`config.mk`:
```
export PLATFORM = sky130hd
export DESIGN_NAME = pec_ctrl
export DESIGN_NICKNAME = d
export VERILOG_FILES = /design/src/rtl/core/pec_pkg.sv /design/src/rtl/core/pec_ctrl.sv
export VERILOG_INCLUDE_DIRS = /design/src /design/src/rtl/core
export SDC_FILE = /design/constraint.sdc
export NUM_CORES = 1
export LEC_CHECK = 0
export BUFFER_PORTS_ARGS = -buffer_cell sky130_fd_sc_hd__buf_2
export CAP_MARGIN = 20
export CORE_ASPECT_RATIO = 0.5
export CORE_MARGIN = 8
export CORE_UTILIZATION = 45
export DETAILED_ROUTE_END_ITERATION = 12
export MAX_ROUTING_LAYER = met4
export PLACE_DENSITY = 0.64
export SLEW_MARGIN = 20
export SYNTH_ARGS = -nofsm -noshare
export SYNTH_HDL_FRONTEND = slang
export SYNTH_SLANG_ARGS = --single-unit
```
`constraint.sdc`:
```
create_clock -name clk -period 2.15 [get_ports clk]
set_input_delay 0.43 -clock clk [delete_from_list [all_inputs] [get_ports clk]]
set_output_delay 0.43 -clock clk [all_outputs]
set_load 0.01 [all_outputs]
```
`src/rtl/core/polygon_edge_clipper_assert.svh`:
```
// Assertion macros for the polygon edge clipper.
`ifndef POLYGON_EDGE_CLIPPER_ASSERT_SVH
`define POLYGON_EDGE_CLIPPER_ASSERT_SVH
`ifndef SYNTHESIS
`define PEC_ASSERT_IMP(lbl, ante, cons) \
  lbl: assert property (@(posedge clk) disable iff (!rst_n) (ante) |-> (cons)) \
    else $error("pec assertion failed");
`define PEC_ASSERT_NXT(lbl, ante, cons) \
  lbl: assert property (@(posedge clk) disable iff (!rst_n) (ante) |=> (cons)) \
    else $error("pec assertion failed");
`else
`define PEC_ASSERT_IMP(lbl, ante, cons)
`define PEC_ASSERT_NXT(lbl, ante, cons)
`endif
`endif

```
`src/rtl/core/pec_pkg.sv`:
```
package pec_pkg;

  localparam int FRAC_BITS_DEF = 16;
  localparam int COORD_W = 32;
  localparam int CROSS_W = 67;
  localparam int DEN_W = 68;
  localparam int NUM_W = 100;
  localparam int OFF_BITS = 40;
  localparam int Q_W = OFF_BITS + 1;
  localparam int REM_W = DEN_W + 1;
  localparam int MUL_A_W = 34;
  localparam int MUL_B_W = 33;
  localparam int PROD_W = MUL_A_W + MUL_B_W;
  localparam int CNT_W = 6;
  localparam logic [CNT_W-1:0] DIV_LAST = CNT_W'(Q_W - 1);

  localparam int CFG_IDX_W = 3;
  localparam logic [CFG_IDX_W-1:0] REG_ORG_X = 3'd0;
  localparam logic [CFG_IDX_W-1:0] REG_ORG_Y = 3'd1;
  localparam logic [CFG_IDX_W-1:0] REG_DST_X = 3'd2;
  localparam logic [CFG_IDX_W-1:0] REG_DST_Y = 3'd3;
  localparam logic [CFG_IDX_W-1:0] REG_THR   = 3'd4;

  localparam int OP_W = 5;
  localparam logic [OP_W-1:0] OP_NOP     = 5'd0;
  localparam logic [OP_W-1:0] OP_LOAD    = 5'd1;
  localparam logic [OP_W-1:0] OP_XM1     = 5'd2;
  localparam logic [OP_W-1:0] OP_XM2     = 5'd3;
  localparam logic [OP_W-1:0] OP_XSC     = 5'd4;
  localparam logic [OP_W-1:0] OP_XSO     = 5'd5;
  localparam logic [OP_W-1:0] OP_SET1    = 5'd6;
  localparam logic [OP_W-1:0] OP_SET2    = 5'd7;
  localparam logic [OP_W-1:0] OP_NM1     = 5'd8;
  localparam logic [OP_W-1:0] OP_NM2     = 5'd9;
  localparam logic [OP_W-1:0] OP_NM3     = 5'd10;
  localparam logic [OP_W-1:0] OP_DINIT   = 5'd11;
  localparam logic [OP_W-1:0] OP_DSTEP   = 5'd12;
  localparam logic [OP_W-1:0] OP_DRES    = 5'd13;
  localparam logic [OP_W-1:0] OP_CZERO   = 5'd14;
  localparam logic [OP_W-1:0] OP_EMIT_C  = 5'd15;
  localparam logic [OP_W-1:0] OP_EMIT_P1 = 5'd16;
  localparam logic [OP_W-1:0] OP_FIN     = 5'd17;

  localparam logic [1:0] PT_CUR = 2'd0;
  localparam logic [1:0] PT_PRV = 2'd1;
  localparam logic [1:0] PT_FST = 2'd2;

  typedef struct packed {
    logic [OP_W-1:0] op;
    logic [1:0]      pt;
    logic            axis;
  } pec_cmd_t;

  typedef struct packed {
    logic have_first;
    logic last;
    logic oin;
    logic din;
    logic den_zero;
    logic c_ne_p0;
    logic p1_ne_c;
    logic emit_ok;
    logic fin_ok;
  } pec_stat_t;

endpackage

```
`src/rtl/core/pec_ctrl.sv`:
```
`include "polygon_edge_clipper_assert.svh"

module pec_ctrl import pec_pkg::*; (
  input  logic      clk,
  input  logic      rst_n,
  input  logic      in_valid,
  output logic      in_stall,
  input  pec_stat_t stat,
  output pec_cmd_t  cmd
);

  localparam int ST_W = 5;
  localparam logic [ST_W-1:0] S_IDLE  = 5'd0;
  localparam logic [ST_W-1:0] S_CUR1  = 5'd1;
  localparam logic [ST_W-1:0] S_CUR2  = 5'd2;
  localparam logic [ST_W-1:0] S_CUR3  = 5'd3;
  localparam logic [ST_W-1:0] S_PRV1  = 5'd4;
  localparam logic [ST_W-1:0] S_PRV2  = 5'd5;
  localparam logic [ST_W-1:0] S_PRV3  = 5'd6;
  localparam logic [ST_W-1:0] S_SET1  = 5'd7;
  localparam logic [ST_W-1:0] S_FST1  = 5'd8;
  localparam logic [ST_W-1:0] S_FST2  = 5'd9;
  localparam logic [ST_W-1:0] S_FST3  = 5'd10;
  localparam logic [ST_W-1:0] S_SET2  = 5'd11;
  localparam logic [ST_W-1:0] S_DEC   = 5'd12;
  localparam logic [ST_W-1:0] S_NM1   = 5'd13;
  localparam logic [ST_W-1:0] S_NM2   = 5'd14;
  localparam logic [ST_W-1:0] S_NM3   = 5'd15;
  localparam logic [ST_W-1:0] S_DINIT = 5'd16;
  localparam logic [ST_W-1:0] S_DSTEP = 5'd17;
  localparam logic [ST_W-1:0] S_DRES  = 5'd18;
  localparam logic [ST_W-1:0] S_CZERO = 5'd19;
  localparam logic [ST_W-1:0] S_POST  = 5'd20;
  localparam logic [ST_W-1:0] S_EMC   = 5'd21;
  localparam logic [ST_W-1:0] S_EMP1  = 5'd22;
  localparam logic [ST_W-1:0] S_FIN   = 5'd23;

  logic [ST_W-1:0]  state_r, state_nxt, after_pair;
  logic             pair_r, pair_nxt, axis_r, axis_nxt;
  logic [CNT_W-1:0] cnt_r, cnt_nxt;

  assign in_stall   = (state_r != S_IDLE);
  assign after_pair = (!pair_r && stat.last) ? S_FST1 : S_FIN;

  always_comb begin
    state_nxt = state_r;
    pair_nxt  = pair_r;
    axis_nxt  = axis_r;
    cnt_nxt   = cnt_r;
    cmd.op    = OP_NOP;
    cmd.pt    = PT_CUR;
    cmd.axis  = axis_r;
    unique case (state_r)
      S_IDLE: begin
        if (in_valid) begin
          cmd.op    = OP_LOAD;
          state_nxt = S_CUR1;
        end
      end
      S_CUR1: begin
        cmd.op    = OP_XM1;
        state_nxt = S_CUR2;
      end
      S_CUR2: begin
        cmd.op    = OP_XM2;
        state_nxt = S_CUR3;
      end
      S_CUR3: begin
        cmd.op = OP_XSC;
        if (stat.have_first) begin
          state_nxt = S_PRV1;
        end else if (stat.last) begin
          state_nxt = S_FST1;
        end else begin
          state_nxt = S_FIN;
        end
      end
      S_PRV1: begin
        cmd.op    = OP_XM1;
        cmd.pt    = PT_PRV;
        state_nxt = S_PRV2;
      end
      S_PRV2: begin
        cmd.op    = OP_XM2;
        cmd.pt    = PT_PRV;
        state_nxt = S_PRV3;
      end
      S_PRV3: begin
        cmd.op    = OP_XSO;
        state_nxt = S_SET1;
      end
      S_SET1: begin
        cmd.op    = OP_SET1;
        pair_nxt  = 1'b0;
        state_nxt = S_DEC;
      end
      S_FST1: begin
        cmd.op    = OP_XM1;
        cmd.pt    = PT_FST;
        state_nxt = S_FST2;
      end
      S_FST2: begin
        cmd.op    = OP_XM2;
        cmd.pt    = PT_FST;
        state_nxt = S_FST3;
      end
      S_FST3: begin
        cmd.op    = OP_XSO;
        state_nxt = S_SET2;
      end
      S_SET2: begin
        cmd.op    = OP_SET2;
        pair_nxt  = 1'b1;
        state_nxt = S_DEC;
      end
      S_DEC: begin
        if (stat.oin && stat.din) begin
          state_nxt = S_EMP1;
        end else if (!stat.oin && !stat.din) begin
          state_nxt = after_pair;
        end else if (stat.den_zero) begin
          state_nxt = S_CZERO;
        end else begin
          axis_nxt  = 1'b0;
          state_nxt = S_NM1;
        end
      end
      S_NM1: begin
        cmd.op    = OP_NM1;
        state_nxt = S_NM2;
      end
      S_NM2: begin
        cmd.op    = OP_NM2;
        state_nxt = S_NM3;
      end
      S_NM3: begin
        cmd.op    = OP_NM3;
        state_nxt = S_DINIT;
      end
      S_DINIT: begin
        cmd.op    = OP_DINIT;
        cnt_nxt   = '0;
        state_nxt = S_DSTEP;
      end
      S_DSTEP: begin
        cmd.op = OP_DSTEP;
        if (cnt_r == DIV_LAST) begin
          state_nxt = S_DRES;
        end else begin
          cnt_nxt = cnt_r + 1'b1;
        end
      end
      S_DRES: begin
        cmd.op = OP_DRES;
        if (!axis_r) begin
          axis_nxt  = 1'b1;
          state_nxt = S_NM1;
        end else begin
          state_nxt = S_POST;
        end
      end
      S_CZERO: begin
        cmd.op    = OP_CZERO;
        state_nxt = S_POST;
      end
      S_POST: begin
        if (stat.oin && !stat.c_ne_p0) begin
          state_nxt = after_pair;
        end else begin
          state_nxt = S_EMC;
        end
      end
      S_EMC: begin
        if (stat.emit_ok) begin
          cmd.op = OP_EMIT_C;
          if (!stat.oin && stat.p1_ne_c) begin
            state_nxt = S_EMP1;
          end else begin
            state_nxt = after_pair;
          end
        end
      end
      S_EMP1: begin
        if (stat.emit_ok) begin
          cmd.op    = OP_EMIT_P1;
          state_nxt = after_pair;
        end
      end
      S_FIN: begin
        if (stat.fin_ok) begin
          cmd.op    = OP_FIN;
          state_nxt = S_IDLE;
        end
      end
      default: state_nxt = S_IDLE;
    endcase
  end

  always_ff @(posedge clk) begin
    if (!rst_n) begin
      state_r <= S_IDLE;
      pair_r  <= 1'b0;
      axis_r  <= 1'b0;
      cnt_r   <= '0;
    end else begin
      state_r <= state_nxt;
      pair_r  <= pair_nxt;
      axis_r  <= axis_nxt;
      cnt_r   <= cnt_nxt;
    end
  end

  `PEC_ASSERT_IMP(a_emit_ok, (cmd.op == OP_EMIT_C) || (cmd.op == OP_EMIT_P1), stat.emit_ok)
  `PEC_ASSERT_IMP(a_fin_ok, cmd.op == OP_FIN, stat.fin_ok)
  `PEC_ASSERT_NXT(a_accept, in_valid && !in_stall, state_r == S_CUR1)
  `PEC_ASSERT_IMP(a_div_cnt, state_r == S_DSTEP, cnt_r <= DIV_LAST)

endmodule

```
# Word-level counts from Yosys, hierarchy flattened
# Cells that the tools add are included.
[totals]
register_bits = 13
[classes]
n_addsub = 1
n_eq_ne = 33
mux = 28
n_reduce_logical = 23
[ops]
columns = ["op", "count"]
rows = [
  ["5-bit one-hot mux with 23 select lines", 1],
  ["5-bit one-hot mux with 17 select lines", 1],
  ["5-bit 2-to-1 mux", 16],
  ["5-bit by 4-bit equality test with 1-bit output, second input constant", 8],
  ["5-bit equality test, second input constant", 8],
  ["5-bit by 3-bit equality test with 1-bit output, second input constant", 4],
  ["2-bit != test, second input constant", 9],
  ["6-bit one-hot mux with 2 select lines", 1],
  ["5-bit by 2-bit equality test with 1-bit output, second input constant", 2],
  ["2-bit OR reduction", 4],
  ["6-bit by 1-bit adder with 6-bit output, second input constant", 1],
  ["6-bit equality test, second input constant", 1],
  ["6-bit 2-to-1 mux", 1],
  ["2-bit nonzero test", 3],
  ["3-bit OR reduction", 2],
  ["5-bit by 1-bit equality test with 1-bit output, second input constant", 1],
  ["1-bit logical AND", 5],
  ["5-bit zero test", 1],
  ["5-bit AND reduction", 1],
  ["5-bit nonzero test", 1],
  ["1-bit zero test", 4],
  ["1-bit 2-to-1 mux", 4],
  ["4-bit 2-to-1 mux", 1],
  ["1-bit one-hot mux with 2 select lines", 2],
  ["other kinds (3)", 3],
]

# Longest topological paths before layout
[logic_depth]
word_depth = 6
mapped_depth = 7

# Least setup slack after synthesis
# OpenSTA, ideal clock, no wires.
[synth_timing]
path_kind = "reg2out"
from = "reg state_r[1]"
to = "out cmd[3] in the netlist's numbering"
t_arrival_ps = 1497
slack_ps = 223
stages_incl_launch_ff = 6
cell_sequence = "dfxtp_1 buf_6 nor4b_1 nor2b_1 a22o_1 o311ai_0"
[synth_rtl]
columns = ["item", "line_no", "rtl"]
rows = [
  ["from (decl)", "pec_ctrl.sv:38", "logic [ST_W-1:0] state_r, state_nxt, after_pair;"],
  ["from (signal assigned)", "pec_ctrl.sv:206", "state_r <= state_nxt;"],
  ["to (decl)", "pec_ctrl.sv:9", "output pec_cmd_t cmd"],
]

==> results_dict.tcl <==
set metrics [dict create \
    first_global_vias 1519 \
    post-route-min-period_ps 2050 \
    async_flop_share 0 \
    nets 236 \
    drc 0 \
    crit_buf_inv 1 \
    tritoncts "built" \
    insertion_delay_ps 240 \
    hpwl_um 3250 \
    vdd_drop_max_v 0.000410 \
    antenna_found_initial 0 \
    ant_nets 0 \
    status "completed" \
    holdWs_ps 496 \
    r2r_cells 6 \
    cap_violations 0 \
    r2r_end "state_r[0]" \
    drtPass1Iterations 5 \
    cts_buffer_depth 2 \
    synth_cells 203 \
    ys_ff_latch 13 \
    design.die.area_mm2 0.00563 \
    crit_chain "and2b_1, a22o_1, a22oi_1, o22ai_1, buf_2" \
    drive_gt1_frac 0.258 \
    leakagePower_nw 0.639 \
    drv_slew 0 \
    num_antenna_cells 0 \
    power.density_mw_per_mm2 573 \
    endpoint "cmd[4]" \
    critPathMaxStageDelay_ps 460 \
    crit_type "reg -> out" \
    cp_slowest_cell "dfxtp_2" \
    synth_top_area_cell "dfxtp_1" \
    cts_max_level 1 \
    max_freq_mhz 488 \
    cp_data_arrival_time_ps 1620 \
    worst-path-stages 5 \
    drt_iter0_drc 173 \
    hold_viol_final 0 \
    cp_data_required_time_ps 1720 \
    syn_area_mm2 0.00153 \
    fp.dieH_um 57.2 \
    viasPerCell 6.11 \
    synth-edff-count 0 \
    core_mm2 0.00334 \
    grt_pass1_wl_um 7270 \
    io_buffers 20 \
    rsz0062_at_grt "false" \
    fillers 335 \
    area_growth_pct 12.0 \
    cts_inserted_buffers 3 \
    rows 15 \
    start_util 0.457 \
    syn-num-nets 217 \
    fin_tns_setup_ps 0 \
    detail_route.wl_per_cell_um 16.2 \
    grt_max_degree 17 \
    fin_skew_ps 2.79 \
    crit_path_end_kind "output pin" \
    clk_pin_slew_worst_paths_ps 60 \
    r2r_start "state_r[4]" \
    tightest_slew_ps 569 \
    slew_headroom 0.611 \
    place_ws_ps 224 \
    setup_slack_ps 102 \
    grt_util_all_layers 0.158 \
    start_kind "flip-flop" \
    reg2reg_setup_slack_ps 360 \
    gp_routability_congestion 0.897 \
    routed_wl_um 4250 \
    synth_area_leaders "dfxtp_1, a21oi_1, nand2_1, o21ai_0, xnor2_1" \
    synth_flop_cell "dfxtp_1" \
    post-route-period-util 0.953 \
    startpoint "state_r[1]" \
    cts-root-buf "clkbuf_8" \
    yosysWarnings 0 \
    finalSetupViolations 0 \
    avgSynthCellArea_um2 7.52 \
    fp.dieW_um 98.4 \
    cts_sinks 13 \
    cp_max_fo 10 \
    cp_top_family "compound AO/OA/AOI/OAI gates" \
    ios 21 \
    vias 1606 \
    hold_class "in -> reg" \
    final_cell_mix "buf_2, nand2_1, a21oi_1" \
    grt_remaining_overflow 0 \
    ys_seq_area_frac 0.170 \
    synth_top_area_share 0.170 \
    final_common_cell "buf_2" \
    ys_types 58 \
]
-- repair_timing --
action	4_1_cts	5_1_grt
setup buffers	0	0
hold endpoints to repair	0	0
hold buffers	0	0
resized for setup	1	5
setup endpoints to repair	1	3
-- cells in the mapped netlist, types with 2 or more instances --
master     instances
nor2b_1            6
mux2i_1            3
nand4_1            2
a22oi_1            2
nand3b_1           5
nand2b_1           8
nand2_1           19
clkbuf_1           3
o22ai_1            4
buf_2              9
buf_6              5
or3_1              2
a21o_1             2
and3b_1            2
nor2_1            15
o311ai_0           2
o21ai_0           14
a31oi_1            4
a21oi_1           16
nor3_1             3
inv_1              7
nand3_1            7
a22o_1             4
nor3b_1            2
o211ai_2           2
o31ai_1            2
dfxtp_1           13
ha_1               2
xnor2_1            7
o2bb2ai_1          2
buf_4              2
-- cell families (layout without fill, tap and decap cells) --
logic type / Yosys count / count (layout) / share of synthesized area
AND/OR/NAND/NOR: 84 / 84 / 0.325
AO/OA/AOI/OAI: 67 / 67 / 0.325
buffers and inverters: 27 / 45 / 0.103
flip-flops: 13 / 13 / 0.170
XOR/XNOR: 7 / 7 / 0.0402
multiplexers: 3 / 3 / 0.0197
adder cells (fa/ha/maj): 2 / 2 / 0.0164
-- sequential cells by signal, summed over array words and instances, names as in the netlist --
register	flops
cnt_r	6
pair_r	1
axis_r	1
state_r	5
-- worst min-delay path: stages --
cell,delay (ps)
buf_2,130
o211ai_4,90
a21oi_1,50
-- area by class of cell --
type                            count  area [um^2]  area share
Multi-Input combinational cell    163         1110       0.652
Tap cell                           42         52.6      0.0307
Sequential cell                    13          265       0.155
Timing Repair Buffer               33          201       0.118
Inverter                            8         30.0      0.0176
Clock buffer                        4         45.0      0.0264
-- where the power goes --
part	switching (mW)	internal (mW)
combinational	0.270	0.206
sequential	0.0307	0.254
clock	0.0888	0.131
-- worst min-delay path by stage --
stage	cells past startpoint	slack, ps	startpoint	endpoint
finish	3	500	rst_n	state_r[3]
global route	3	510	rst_n	state_r[0]
CTS	3	500	rst_n	state_r[3]
detailed placement	2	510	cnt_r[1]	cnt_r[1]
global placement	2	490	cnt_r[1]	cnt_r[1]
floorplan	2	470	cnt_r[1]	cnt_r[1]
-- routing by layer --
layer | wire length [um] | track usage
met4 | 11 | 0.0259
met3 | 275 | 0.0388
met1 | 2070 | 0.212
met5 | 0 | -
met2 | 1900 | 0.237
-- stage by stage --
step / util / cell area (um^2) / cells / power [mW]
floorplan: - / 1530 / 203 / 0.642
global placement: 0.494 / 1650 / 259 / 0.755
detailed placement: 0.494 / 1650 / 259 / 0.755
CTS: 0.507 / 1700 / 263 / 0.976
global route: 0.512 / 1710 / 263 / 1.04
finish: 0.512 / 1710 / 263 / 0.980
No activity file was read; power rests on OpenSTA's default activity.
